--- src/hw/rtl/hkrd_pkg.sv ---
package hkrd_pkg;

  localparam int unsigned KeyW = 8;
  localparam int unsigned ModEvents = 3;

  localparam logic KIND_PRESS   = 1'b0;
  localparam logic KIND_RELEASE = 1'b1;

  localparam logic [KeyW-1:0] CODE_CTRL  = 8'd224;
  localparam logic [KeyW-1:0] CODE_SHIFT = 8'd225;
  localparam logic [KeyW-1:0] CODE_ALT   = 8'd226;

  localparam logic [KeyW-1:0] MASK_CTRL  = 8'h11;
  localparam logic [KeyW-1:0] MASK_SHIFT = 8'h22;
  localparam logic [KeyW-1:0] MASK_ALT   = 8'h44;

  localparam logic [1:0] MSEL_CTRL  = 2'd0;
  localparam logic [1:0] MSEL_SHIFT = 2'd1;
  localparam logic [1:0] MSEL_ALT   = 2'd2;

  typedef logic [KeyW-1:0] key_t;

  function automatic key_t merged_mask(input logic [1:0] sel);
    key_t m;
    case (sel)
      MSEL_CTRL:  m = MASK_CTRL;
      MSEL_SHIFT: m = MASK_SHIFT;
      MSEL_ALT:   m = MASK_ALT;
      default:    m = '0;
    endcase
    return m;
  endfunction

  function automatic key_t mod_code(input logic [1:0] sel);
    key_t c;
    case (sel)
      MSEL_CTRL:  c = CODE_CTRL;
      MSEL_SHIFT: c = CODE_SHIFT;
      MSEL_ALT:   c = CODE_ALT;
      default:    c = '0;
    endcase
    return c;
  endfunction

endpackage

--- src/hw/rtl/hkrd_match.sv ---
module hkrd_match #(
  parameter int unsigned KEY_SLOTS = 6
) (
  input  logic [KEY_SLOTS-1:0][hkrd_pkg::KeyW-1:0] slots_i,
  input  hkrd_pkg::key_t                           probe_i,
  output logic                                     found_o
);

  logic [KEY_SLOTS-1:0] eq;

  always_comb begin
    for (int i = 0; i < KEY_SLOTS; i++) begin
      eq[i] = (slots_i[i] == probe_i);
    end
  end

  assign found_o = |eq;

endmodule

--- src/hw/rtl/hid_keyboard_report_diff.sv ---
// Turns boot keyboard reports into key press and release events. A report is
// compared with the one before it by a single compare unit that checks one
// slot against all stored slots per cycle while the scan is not stalled: first
// the new slots (presses), then the old slots (releases), then Ctrl, Shift and
// Alt with left and right merged (codes 224, 225, 226). Events leave one at a
// time, the final one of a report flagged by tlast; a report that changes
// nothing gives no event. A new report is taken only once the last one is
// through; the scan stalls while the output register is held by the downstream
// side and a further event is waiting.
module hid_keyboard_report_diff #(
  parameter int unsigned KEY_SLOTS = 6
) (
  input  logic                            clk_i,
  input  logic                            rst_ni,
  // modifier_bits, slot_0 .. slot_(KEY_SLOTS-1)
  input  logic [8*(KEY_SLOTS+1)-1:0]      s_axis_tdata_i,
  input  logic                            s_axis_tvalid_i,
  output logic                            s_axis_tready_o,
  // key_code
  output logic [7:0]                      m_axis_tdata_o,
  // event_kind
  output logic                            m_axis_tuser_o,
  // last_event
  output logic                            m_axis_tlast_o,
  output logic                            m_axis_tvalid_o,
  input  logic                            m_axis_tready_i
);

  localparam int unsigned SW = (KEY_SLOTS > 1) ? $clog2(KEY_SLOTS) : 1;
  localparam int unsigned CW = (SW > 2) ? SW : 2;

  localparam logic [2:0] ST_IDLE  = 3'd0;
  localparam logic [2:0] ST_DOWN  = 3'd1;
  localparam logic [2:0] ST_UP    = 3'd2;
  localparam logic [2:0] ST_MOD   = 3'd3;
  localparam logic [2:0] ST_FLUSH = 3'd4;

  logic [2:0] st_q, st_d;
  logic [CW-1:0] cnt_q, cnt_d;
  logic [KEY_SLOTS-1:0][hkrd_pkg::KeyW-1:0] cur_q, prev_q, table_sel;
  hkrd_pkg::key_t mods_q, prev_mods_q;

  logic pend_valid_q, pend_valid_d;
  logic pend_kind_q;
  hkrd_pkg::key_t pend_code_q;

  logic out_valid_q, out_valid_d;
  logic out_kind_q, out_last_q;
  hkrd_pkg::key_t out_code_q;

  logic s_acc, running, phase_end, out_free, stall, advance;
  logic push, push_last, store, found, on_now, on_before;
  logic ev_hit, ev_kind;
  logic [SW-1:0] sidx;
  hkrd_pkg::key_t probe, ev_code;

  assign s_acc   = s_axis_tvalid_i && s_axis_tready_o;
  assign running = (st_q == ST_DOWN) || (st_q == ST_UP) || (st_q == ST_MOD);
  assign sidx    = cnt_q[SW-1:0];

  assign probe     = (st_q == ST_UP) ? prev_q[sidx] : cur_q[sidx];
  assign table_sel = (st_q == ST_UP) ? cur_q : prev_q;

  hkrd_match #(
    .KEY_SLOTS(KEY_SLOTS)
  ) u_match (
    .slots_i(table_sel),
    .probe_i(probe),
    .found_o(found)
  );

  assign on_now    = |(mods_q & hkrd_pkg::merged_mask(cnt_q[1:0]));
  assign on_before = |(prev_mods_q & hkrd_pkg::merged_mask(cnt_q[1:0]));

  always_comb begin
    ev_hit  = 1'b0;
    ev_kind = hkrd_pkg::KIND_PRESS;
    ev_code = probe;
    case (st_q)
      ST_DOWN: begin
        ev_hit = (probe != '0) && !found;
      end
      ST_UP: begin
        ev_hit  = (probe != '0) && !found;
        ev_kind = hkrd_pkg::KIND_RELEASE;
      end
      ST_MOD: begin
        ev_hit  = (on_now != on_before);
        ev_kind = on_now ? hkrd_pkg::KIND_PRESS : hkrd_pkg::KIND_RELEASE;
        ev_code = hkrd_pkg::mod_code(cnt_q[1:0]);
      end
      default: begin
        ev_hit = 1'b0;
      end
    endcase
  end

  assign out_free  = !out_valid_q || m_axis_tready_i;
  assign phase_end = (st_q == ST_MOD) ? (cnt_q == CW'(hkrd_pkg::ModEvents - 1))
                                      : (cnt_q == CW'(KEY_SLOTS - 1));
  assign stall     = running && ev_hit && pend_valid_q && !out_free;
  assign advance   = running && !stall;

  always_comb begin
    st_d         = st_q;
    cnt_d        = cnt_q;
    pend_valid_d = pend_valid_q;
    push         = 1'b0;
    push_last    = 1'b0;
    store        = 1'b0;
    case (st_q)
      ST_IDLE: begin
        if (s_acc) begin
          st_d  = ST_DOWN;
          cnt_d = '0;
        end
      end
      ST_DOWN, ST_UP, ST_MOD: begin
        if (advance) begin
          if (ev_hit) begin
            push         = pend_valid_q;
            pend_valid_d = 1'b1;
          end
          if (phase_end) begin
            cnt_d = '0;
            st_d  = (st_q == ST_DOWN) ? ST_UP : (st_q == ST_UP) ? ST_MOD : ST_FLUSH;
          end else begin
            cnt_d = cnt_q + CW'(1);
          end
        end
      end
      ST_FLUSH: begin
        if (!pend_valid_q || out_free) begin
          push         = pend_valid_q;
          push_last    = 1'b1;
          pend_valid_d = 1'b0;
          store        = 1'b1;
          st_d         = ST_IDLE;
        end
      end
      default: begin
        st_d = ST_IDLE;
      end
    endcase
  end

  always_comb begin
    out_valid_d = out_valid_q;
    if (push) begin
      out_valid_d = 1'b1;
    end else if (m_axis_tready_i) begin
      out_valid_d = 1'b0;
    end
  end

  always_ff @(posedge clk_i or negedge rst_ni) begin
    if (!rst_ni) begin
      st_q         <= ST_IDLE;
      cnt_q        <= '0;
      pend_valid_q <= 1'b0;
      out_valid_q  <= 1'b0;
      prev_q       <= '0;
      prev_mods_q  <= '0;
    end else begin
      st_q         <= st_d;
      cnt_q        <= cnt_d;
      pend_valid_q <= pend_valid_d;
      out_valid_q  <= out_valid_d;
      if (store) begin
        prev_q      <= cur_q;
        prev_mods_q <= mods_q;
      end
    end
  end

  always_ff @(posedge clk_i) begin
    if (s_acc) begin
      mods_q <= s_axis_tdata_i[7:0];
      cur_q  <= s_axis_tdata_i[8*(KEY_SLOTS+1)-1:8];
    end
    if (push) begin
      out_kind_q <= pend_kind_q;
      out_code_q <= pend_code_q;
      out_last_q <= push_last;
    end
    if (advance && ev_hit) begin
      pend_kind_q <= ev_kind;
      pend_code_q <= ev_code;
    end
  end

  assign s_axis_tready_o = (st_q == ST_IDLE);
  assign m_axis_tvalid_o = out_valid_q;
  assign m_axis_tdata_o  = out_code_q;
  assign m_axis_tuser_o  = out_kind_q;
  assign m_axis_tlast_o  = out_last_q;

endmodule

--- config.mk ---
export PLATFORM = sky130hd
export DESIGN_NAME = hid_keyboard_report_diff
export DESIGN_NICKNAME = d
export VERILOG_FILES = /design/src/hw/rtl/hkrd_pkg.sv /design/src/hw/rtl/hkrd_match.sv /design/src/hw/rtl/hid_keyboard_report_diff.sv
export SDC_FILE = /design/constraint.sdc
export NUM_CORES = 1
export LEC_CHECK = 0
export ABC_AREA = 0
export BUFFER_PORTS_ARGS = -buffer_cell sky130_fd_sc_hd__buf_2
export CAP_MARGIN = 20
export CORE_MARGIN = 2
export CORE_UTILIZATION = 30
export DETAILED_ROUTE_END_ITERATION = 10
export HOLD_SLACK_MARGIN = 0.12
export PLACE_DENSITY_LB_ADDON = 0.1
export SETUP_SLACK_MARGIN = 0.2
export SLEW_MARGIN = 20
export SYNTH_ARGS = -nofsm -noshare
export SYNTH_HDL_FRONTEND = slang
export SYNTH_SLANG_ARGS = --single-unit
--- constraint.sdc ---
create_clock -name clk_i -period 9.12 [get_ports clk_i]
set_input_delay 1.824 -clock clk_i [delete_from_list [all_inputs] [get_ports clk_i]]
set_output_delay 1.824 -clock clk_i [all_outputs]
set_load 0.02 [all_outputs]
Yosys cells after proc, flatten, opt, wreduce, memory -nomap -nowiden --
Cells that the tools add are included.
Cells by class: $lt $le $gt $ge 1, bitwise operators 2, muxes and demuxes 36, $add $sub $neg 1, equal/unequal tests 20, reductions and logical operators 30
Operator list (number):
- 8-bit binary-select mux with 3-bit select | 2
- 8-bit == test | 6
- 48-bit 2-to-1 mux | 1
- 8-bit 2-to-1 mux | 4
- 3-bit 2-to-1 mux | 9
- 8-bit case mux with 3 select lines | 1
- 7-bit case mux with 3 select lines | 1
- 8-bit AND | 2
- 8-bit OR reduction | 2
- 1-bit 2-to-1 mux | 12
- 3-bit by 2-bit == test with 1-bit output, second input constant | 3
- 3-bit case mux with 3 select lines | 1
- 2-bit inequality test, second input constant | 4
- 1-bit case mux with 2 select lines | 4
- 4-bit AND reduction | 2
- 8-bit nonzero test | 1
- 1-bit logical AND | 7
- 3-bit == test, second input constant | 2
- 3-bit case mux with 2 select lines | 1
- 2-bit nonzero test | 3
- 6-bit OR reduction | 1
- 1-bit logical NOT | 5
- 1-bit logical OR | 4
- 3-bit by 4-bit < comparator with 1-bit output, second input constant | 1
- 11 further kinds | 11
Word-level totals: word-level logic and storage cells 113, output and inout bits 12, flip-flop bits (word level) 139, bits of input ports 60

Logic depth before layout (Yosys ltp) --
depth after elaboration 16, gate-level depth with buffers 13, mapped depth without buffers 10

Cells and area by module --
A second synthesis with hierarchy kept.
Unflattened totals: cell total of the unflattened synthesis 686, area, all modules 6856.6 µm²
By module, submodules not included:
- hid_keyboard_report_diff | times used 1, cells an instance 611, seq. area each 3743.6 µm², area an instance 6248.5 µm²
- hkrd_match | times used 1, cells an instance 75, seq. area each 0.0 µm², area an instance 608.1 µm²

Worst setup path after synthesis --
OpenSTA, ideal clock, no wires.
path kind register to register, from reg cnt_q[0], to reg out_code_q[0] (netlist: m_axis_tdata_o[0]) (enable), arrival 3.290 ns, library setup time 0.376 ns, path buffers 3, stages on the path, launching flop included 13, clock period less this slack 3.666 ns, slack 5.454 ns, required time 8.744 ns, path through dfrtp_1 > buf_4 > buf_2 > mux4_2 > a22o_1 > a31o_1 > buf_2 > xor2_1 > nand4_1 > o22ai_1 > o32a_4 > a21bo_1 > nor2_1
Between the ends: word-level cells in the longest chain between the ends 15, elaborated cells between the ends (all ways) 33, classes of those cells eq/ne: 9; mux: 10; bitwise: 2; reduce/logical: 12
RTL lines:
- from (decl) | RTL line hid_keyboard_report_diff.sv:39 | logic [CW-1:0] cnt_q, cnt_d;
- from (signal assigned) | RTL line hid_keyboard_report_diff.sv:166 | cnt_q <= cnt_d;
- 8-bit binary-select mux with 3-bit select | RTL line hid_keyboard_report_diff.sv:61 | assign probe = (st_q == ST_UP) ? prev_q[sidx] : cur_q[sidx];
- 8-bit 2-to-1 mux (not written as such) | RTL line hid_keyboard_report_diff.sv:61
- 8-bit 2-to-1 mux | RTL line hid_keyboard_report_diff.sv:61
- 8-bit == test | RTL line hkrd_match.sv:13 | eq[i] = (slots_i[i] == probe_i);
- 6-bit OR reduction | RTL line hkrd_match.sv:17 | assign found_o = |eq;
- 1-bit logical NOT | RTL line hid_keyboard_report_diff.sv:81, hid_keyboard_report_diff.sv:84
- 1-bit logical AND | RTL line hid_keyboard_report_diff.sv:81, hid_keyboard_report_diff.sv:84
- 1-bit case mux with 2 select lines * | RTL line hid_keyboard_report_diff.sv:79 | case (st_q)
- 1-bit logical AND (3 in series) | RTL line hid_keyboard_report_diff.sv:101 | assign stall = running && ev_hit && pend_valid_q && !out_free;
- 1-bit logical NOT | RTL line hid_keyboard_report_diff.sv:102 | assign advance = running && !stall;
- 1-bit logical AND | RTL line hid_keyboard_report_diff.sv:102
- 1-bit 2-to-1 mux * | RTL line hid_keyboard_report_diff.sv:119 | if (advance) begin
- 1-bit case mux with 2 select lines * | RTL line hid_keyboard_report_diff.sv:111 | case (st_q)
- to (signal assigned) | RTL line hid_keyboard_report_diff.sv:183 | out_code_q <= pend_code_q;
- to (decl) | RTL line hid_keyboard_report_diff.sv:49 | hkrd_pkg::key_t out_code_q;
Every way passes the cells marked *; elsewhere a longest branch is shown, timed or not. The select of a mux whose other input is x is not followed. A chain may end at the register's enable or synchronous reset.

Final worst setup path --
from reg st_q[2], to reg out_code_q[2] (netlist: m_axis_tdata_o[2]) (enable)
Between the ends: word-level cells in the longest chain between the ends 14, elaborated cells between the ends (all ways) 29, classes of those cells eq/ne: 10; mux: 6; reduce/logical: 13
RTL lines:
- from (decl) | RTL line hid_keyboard_report_diff.sv:38 | logic [2:0] st_q, st_d;
- from (signal assigned) | RTL line hid_keyboard_report_diff.sv:165 | st_q <= st_d;
- 3-bit by 2-bit == test with 1-bit output
- 48-bit 2-to-1 mux / 8-bit 2-to-1 mux (equally long branches) | RTL line hid_keyboard_report_diff.sv:62, hid_keyboard_report_diff.sv:61
- 8-bit == test | RTL line hkrd_match.sv:13
- 6-bit OR reduction | RTL line hkrd_match.sv:17
- 1-bit logical NOT | RTL line hid_keyboard_report_diff.sv:81, hid_keyboard_report_diff.sv:84
- 1-bit logical AND | RTL line hid_keyboard_report_diff.sv:81, hid_keyboard_report_diff.sv:84
- 1-bit case mux with 2 select lines | RTL line hid_keyboard_report_diff.sv:79
- 1-bit logical AND (3 in series) | RTL line hid_keyboard_report_diff.sv:101
- 1-bit logical NOT | RTL line hid_keyboard_report_diff.sv:102
- 1-bit logical AND | RTL line hid_keyboard_report_diff.sv:102
- 1-bit 2-to-1 mux | RTL line hid_keyboard_report_diff.sv:119
- 1-bit case mux with 2 select lines * | RTL line hid_keyboard_report_diff.sv:111
Every way passes the cells marked *; elsewhere a longest branch is shown, timed or not.

==> summary by stage <==
Critical path
The startpoint kind of the worst setup timing path is a flip-flop. Along the worst path, the maximum fanout reaches 41. In this design, the stage delay of the slowest critical-path cell is 0.62 ns. For this design, the slowest cell found on the critical path is sky130_fd_sc_hd__buf_4. The cell depth of the worst setup path is 11. The top cell family by delay on the critical path is compound AO/OA/AOI/OAI gates. Counting both buffers and inverters, the worst setup path holds a total of 1. The critical path goes through or3b_4 > buf_4 > and3_1 > a211o_1 > or4_1 > nor2_1 > a221oi_1 > o2111ai_1 > o32a_4 > a21bo_1 > nor2_1.

The arrival time at the worst endpoint is 4.97 ns. STA puts the critical path data required time at 9.17 ns. The worst setup path is captured at a flip-flop.

The most numerous cell on the critical path is sky130_fd_sc_hd__nor2_1. By startpoint and endpoint, the worst setup path is classified as reg2reg. The worst register-to-register path has a depth of 11.

Synth
The library cell with the largest summed area after synthesis is sky130_fd_sc_hd__edfxtp_1. The number of synthesized register bits is 135. A synthesized cell averages 11.8 sq um. In the post-synthesis netlist, the biggest area contributors are sky130_fd_sc_hd__edfxtp_1 32%, sky130_fd_sc_hd__dfrtp_1 23%, sky130_fd_sc_hd__nand2_1 9.6%. The synthesized design devotes to its leading area cell type 32.0% of total area.

The most used flip-flop cell after synthesis is sky130_fd_sc_hd__edfxtp_1. The Yosys step of the flow raised 0 warnings. Counting every net in the synthesized netlist gives 647. The async set-or-reset flop fraction in the synthesized netlist is 45.9%. The number of enable flip-flop cells after synthesis is 73. The sequential-to-total area share from yosys stat is 54.6%. The unique cell type count in the Yosys netlist is 53.

The cell count after synthesis came out at 582. Summing every instance area after synthesis gives 0.00686 sq mm.

Cells and area
The number of nets in the layout is 712. The total inserted antenna cells is 0. The library cell used most frequently in the layout, excluding fill and tap cells, is sky130_fd_sc_hd__nand2_1.

Compared with the post-synthesis result, the final layout area differs by 16.9%. The count of filler cells inserted in the layout is 2267. In the layout the commonest cells are 175 x sky130_fd_sc_hd__nand2_1, 73 x sky130_fd_sc_hd__edfxtp_1, 69 x sky130_fd_sc_hd__buf_2.

The fraction of final layout cells sized beyond drive strength 1 is 21.8%. After the flow finishes, the layout carries non-filler instances totaling 945.

Power
Overall power consumption after layout is estimated at 3370 uW. The worst-case IR drop observed on VDD is 0.000128 V. In this run the static leakage power is 0.00352 uW. The total power per unit cell area is 420 mW/mm^2.

Floorplanning
The die outline width is 155 um. The area of the die is 0.0241 sq mm. The vertical extent of the die is 155 um. The cell row count is 55. The area of the core is 0.0226 sq mm. The I/O pin total is 72. Once the floorplan was initialized, standard cells occupied 30.4% of the core.

Timing
Setup repair after global routing left no endpoint under its margin. The total setup violations reported at the end of the flow is 0. Setup total negative slack on the finished layout was measured at 0 ns. The number of max-slew violations in the final report is 0.

Clock skew on the completed layout was measured at 0.0111 ns. The actual slew at the worst max-slew pin is 0.921 ns. The worst relative slew slack is 38.6%. The count of endpoints failing hold in the final timing report was 0. For the finished layout, the period the worst path requires is 4.92 ns.

The fraction of the cycle the final worst path needs is 54.0%. Based on the critical path, the design can be clocked at up to 203 MHz.

GRT
The aggregate global routing overflow is 0. The first-pass GRT wire length is 26500 um. For this run, the total global-route usage over all layers was measured as 14.6%. Entering global routing, the biggest net connects 63 pins.

The initial antenna violation count is 0. The via count of the first global-routing pass is 4700.

Detailed routing
The residual DRC count is 0. In the routed layout, each cell is associated on average with a via count of 4.70. For this block, the routed nets add up to 16500 um of wire.

After detailed routing, the average wire length per cell comes to 17.5 um. The first detailed-routing pass ran for 4 iterations. In this run, the number of DRC markers left after iteration 0 of detailed routing was 175.

The number of nets with antenna violations after routing is 0. The number of vias after detailed routing is 4441.

Clocking
TritonCTS built the clock tree. After clock tree synthesis, the clock-pin slew on the worst setup and hold paths is 0.06 ns. The clock network latency to the later pin of the worst-skew pair is 0.43 ns. Clock tree synthesis found a total of 135 sinks.

The clock tree synthesis step divided the H-tree into 4 levels. After clock tree synthesis, the flow added hold-fix buffers numbering 0. The post-cts repair resize count is 0. The maximum count of clock buffers along a single path is 2. The number of clock buffers added by TritonCTS is 17.

After clock tree synthesis, the setup repair step added 0 buffers. The buffer cell driving the clock tree root is sky130_fd_sc_hd__clkbuf_16.

Place
The routability congestion estimate from global placement is 0.819. The wire-length estimate of the detail-placed layout is 11200 um. Once placement completed, the tool counted placed cells totaling 913. The number of buffer cells added on primary ports is 69.

Min path
The hold path depth is 0. The worst hold path class is reg2reg.

Status
The run finished with clean final reports.

Flow run
The max capacitance violation total is 0.
[per-stage QoR]
step / setup slack, ns / cell area, sq um / utilization [%] / hold WS (ns)
after floorplan: 5.45 / 6860 / - / 0.400
after global placement: 4.27 / 7460 / 33.1 / 0.406
after detailed placement: 4.18 / 7460 / 33.1 / 0.406
after CTS: 4.16 / 8020 / 35.5 / 0.420
after global routing: 3.89 / 8020 / 35.5 / 0.432
final: 4.20 / 8020 / 35.5 / 0.421
[metal layers]
layer | routed length, um | track usage [%] | vias up
li1 | - | - | 2182
met1 | 7720 | 19.1 | 2154
met4 | 265 | 4.59 | 0
met3 | 567 | 3.68 | 21
met2 | 7980 | 23.8 | 84
met5 | 0 | 0 | -
[sequential cells by signal, indices dropped and copies added (netlist names)]
name and count:
cnt_q 3, cur_q 48, m_axis_tdata_o 8, m_axis_tlast_o 1
m_axis_tuser_o 1, m_axis_tvalid_o 1, mods_q 6, pend_code_q 8
pend_kind_q 1, pend_valid_q 1, prev_mods_q 6, prev_q 48
st_q 3
[power breakdown]
part,internal (uW),switching [uW]
Sequential,904,163
Clock,395,259
Combinational,703,947
[synthesized netlist by cell type, types with 2 or more instances]
master                       n
sky130_fd_sc_hd__nand4_1     5
sky130_fd_sc_hd__a21oi_1     3
sky130_fd_sc_hd__mux4_2     18
sky130_fd_sc_hd__edfxtp_1   73
sky130_fd_sc_hd__a211o_1     2
sky130_fd_sc_hd__mux2_4      4
sky130_fd_sc_hd__o21ai_0    10
sky130_fd_sc_hd__nand3_1    12
sky130_fd_sc_hd__nor2_1     17
sky130_fd_sc_hd__inv_1       2
sky130_fd_sc_hd__o211ai_4    5
sky130_fd_sc_hd__dfrtp_1    62
sky130_fd_sc_hd__mux2_2      2
sky130_fd_sc_hd__and2_1      5
sky130_fd_sc_hd__o21ai_2     2
sky130_fd_sc_hd__buf_1       3
sky130_fd_sc_hd__mux2_1      2
sky130_fd_sc_hd__buf_4       3
sky130_fd_sc_hd__ha_1        5
sky130_fd_sc_hd__clkbuf_1   10
sky130_fd_sc_hd__nand2_1   175
sky130_fd_sc_hd__buf_6       3
sky130_fd_sc_hd__xnor2_1    26
sky130_fd_sc_hd__xor2_1     23
sky130_fd_sc_hd__nor3_1      8
sky130_fd_sc_hd__buf_2      10
sky130_fd_sc_hd__nand2b_1    3
sky130_fd_sc_hd__nor4_1      4
sky130_fd_sc_hd__mux2i_1    61
[logic make-up after synthesis]
logic type               synth area share (%)
AO/OA/AOI/OAI                            5.09
XOR/XNOR                                 6.26
adder cells (fa/ha/maj)                 0.912
buffers and inverters                    2.48
flip-flops                               54.6
multiplexers                             16.3
AND/OR/NAND/NOR                          14.4
[path summary, 6_finish.rpt]
path	start	to	slack (ns)
max	st_q[2]	m_axis_tdata_o[2]	4.20
min	pend_code_q[2]	m_axis_tdata_o[2]	0.42
max reg2reg	st_q[2]	m_axis_tdata_o[2]	4.20
min reg2reg	pend_code_q[2]	m_axis_tdata_o[2]	0.42
max in group asynchronous	rst_ni	cnt_q[0]	6.91
min in group asynchronous	rst_ni	prev_mods_q[5]	1.59
[layout make-up]
type | instances | area, sq um | area share, %
inverters | 4 | 16.3 | 0.203
clock inverters | 8 | 75.1 | 0.936
flip-flops and latches | 135 | 3740 | 46.7
repair buffers | 75 | 390 | 4.87
well taps | 285 | 357 | 4.45
clock buffers | 24 | 482 | 6.01
multi-input cells | 414 | 2960 | 36.8
No activity file was read; power rests on OpenSTA's default activity.
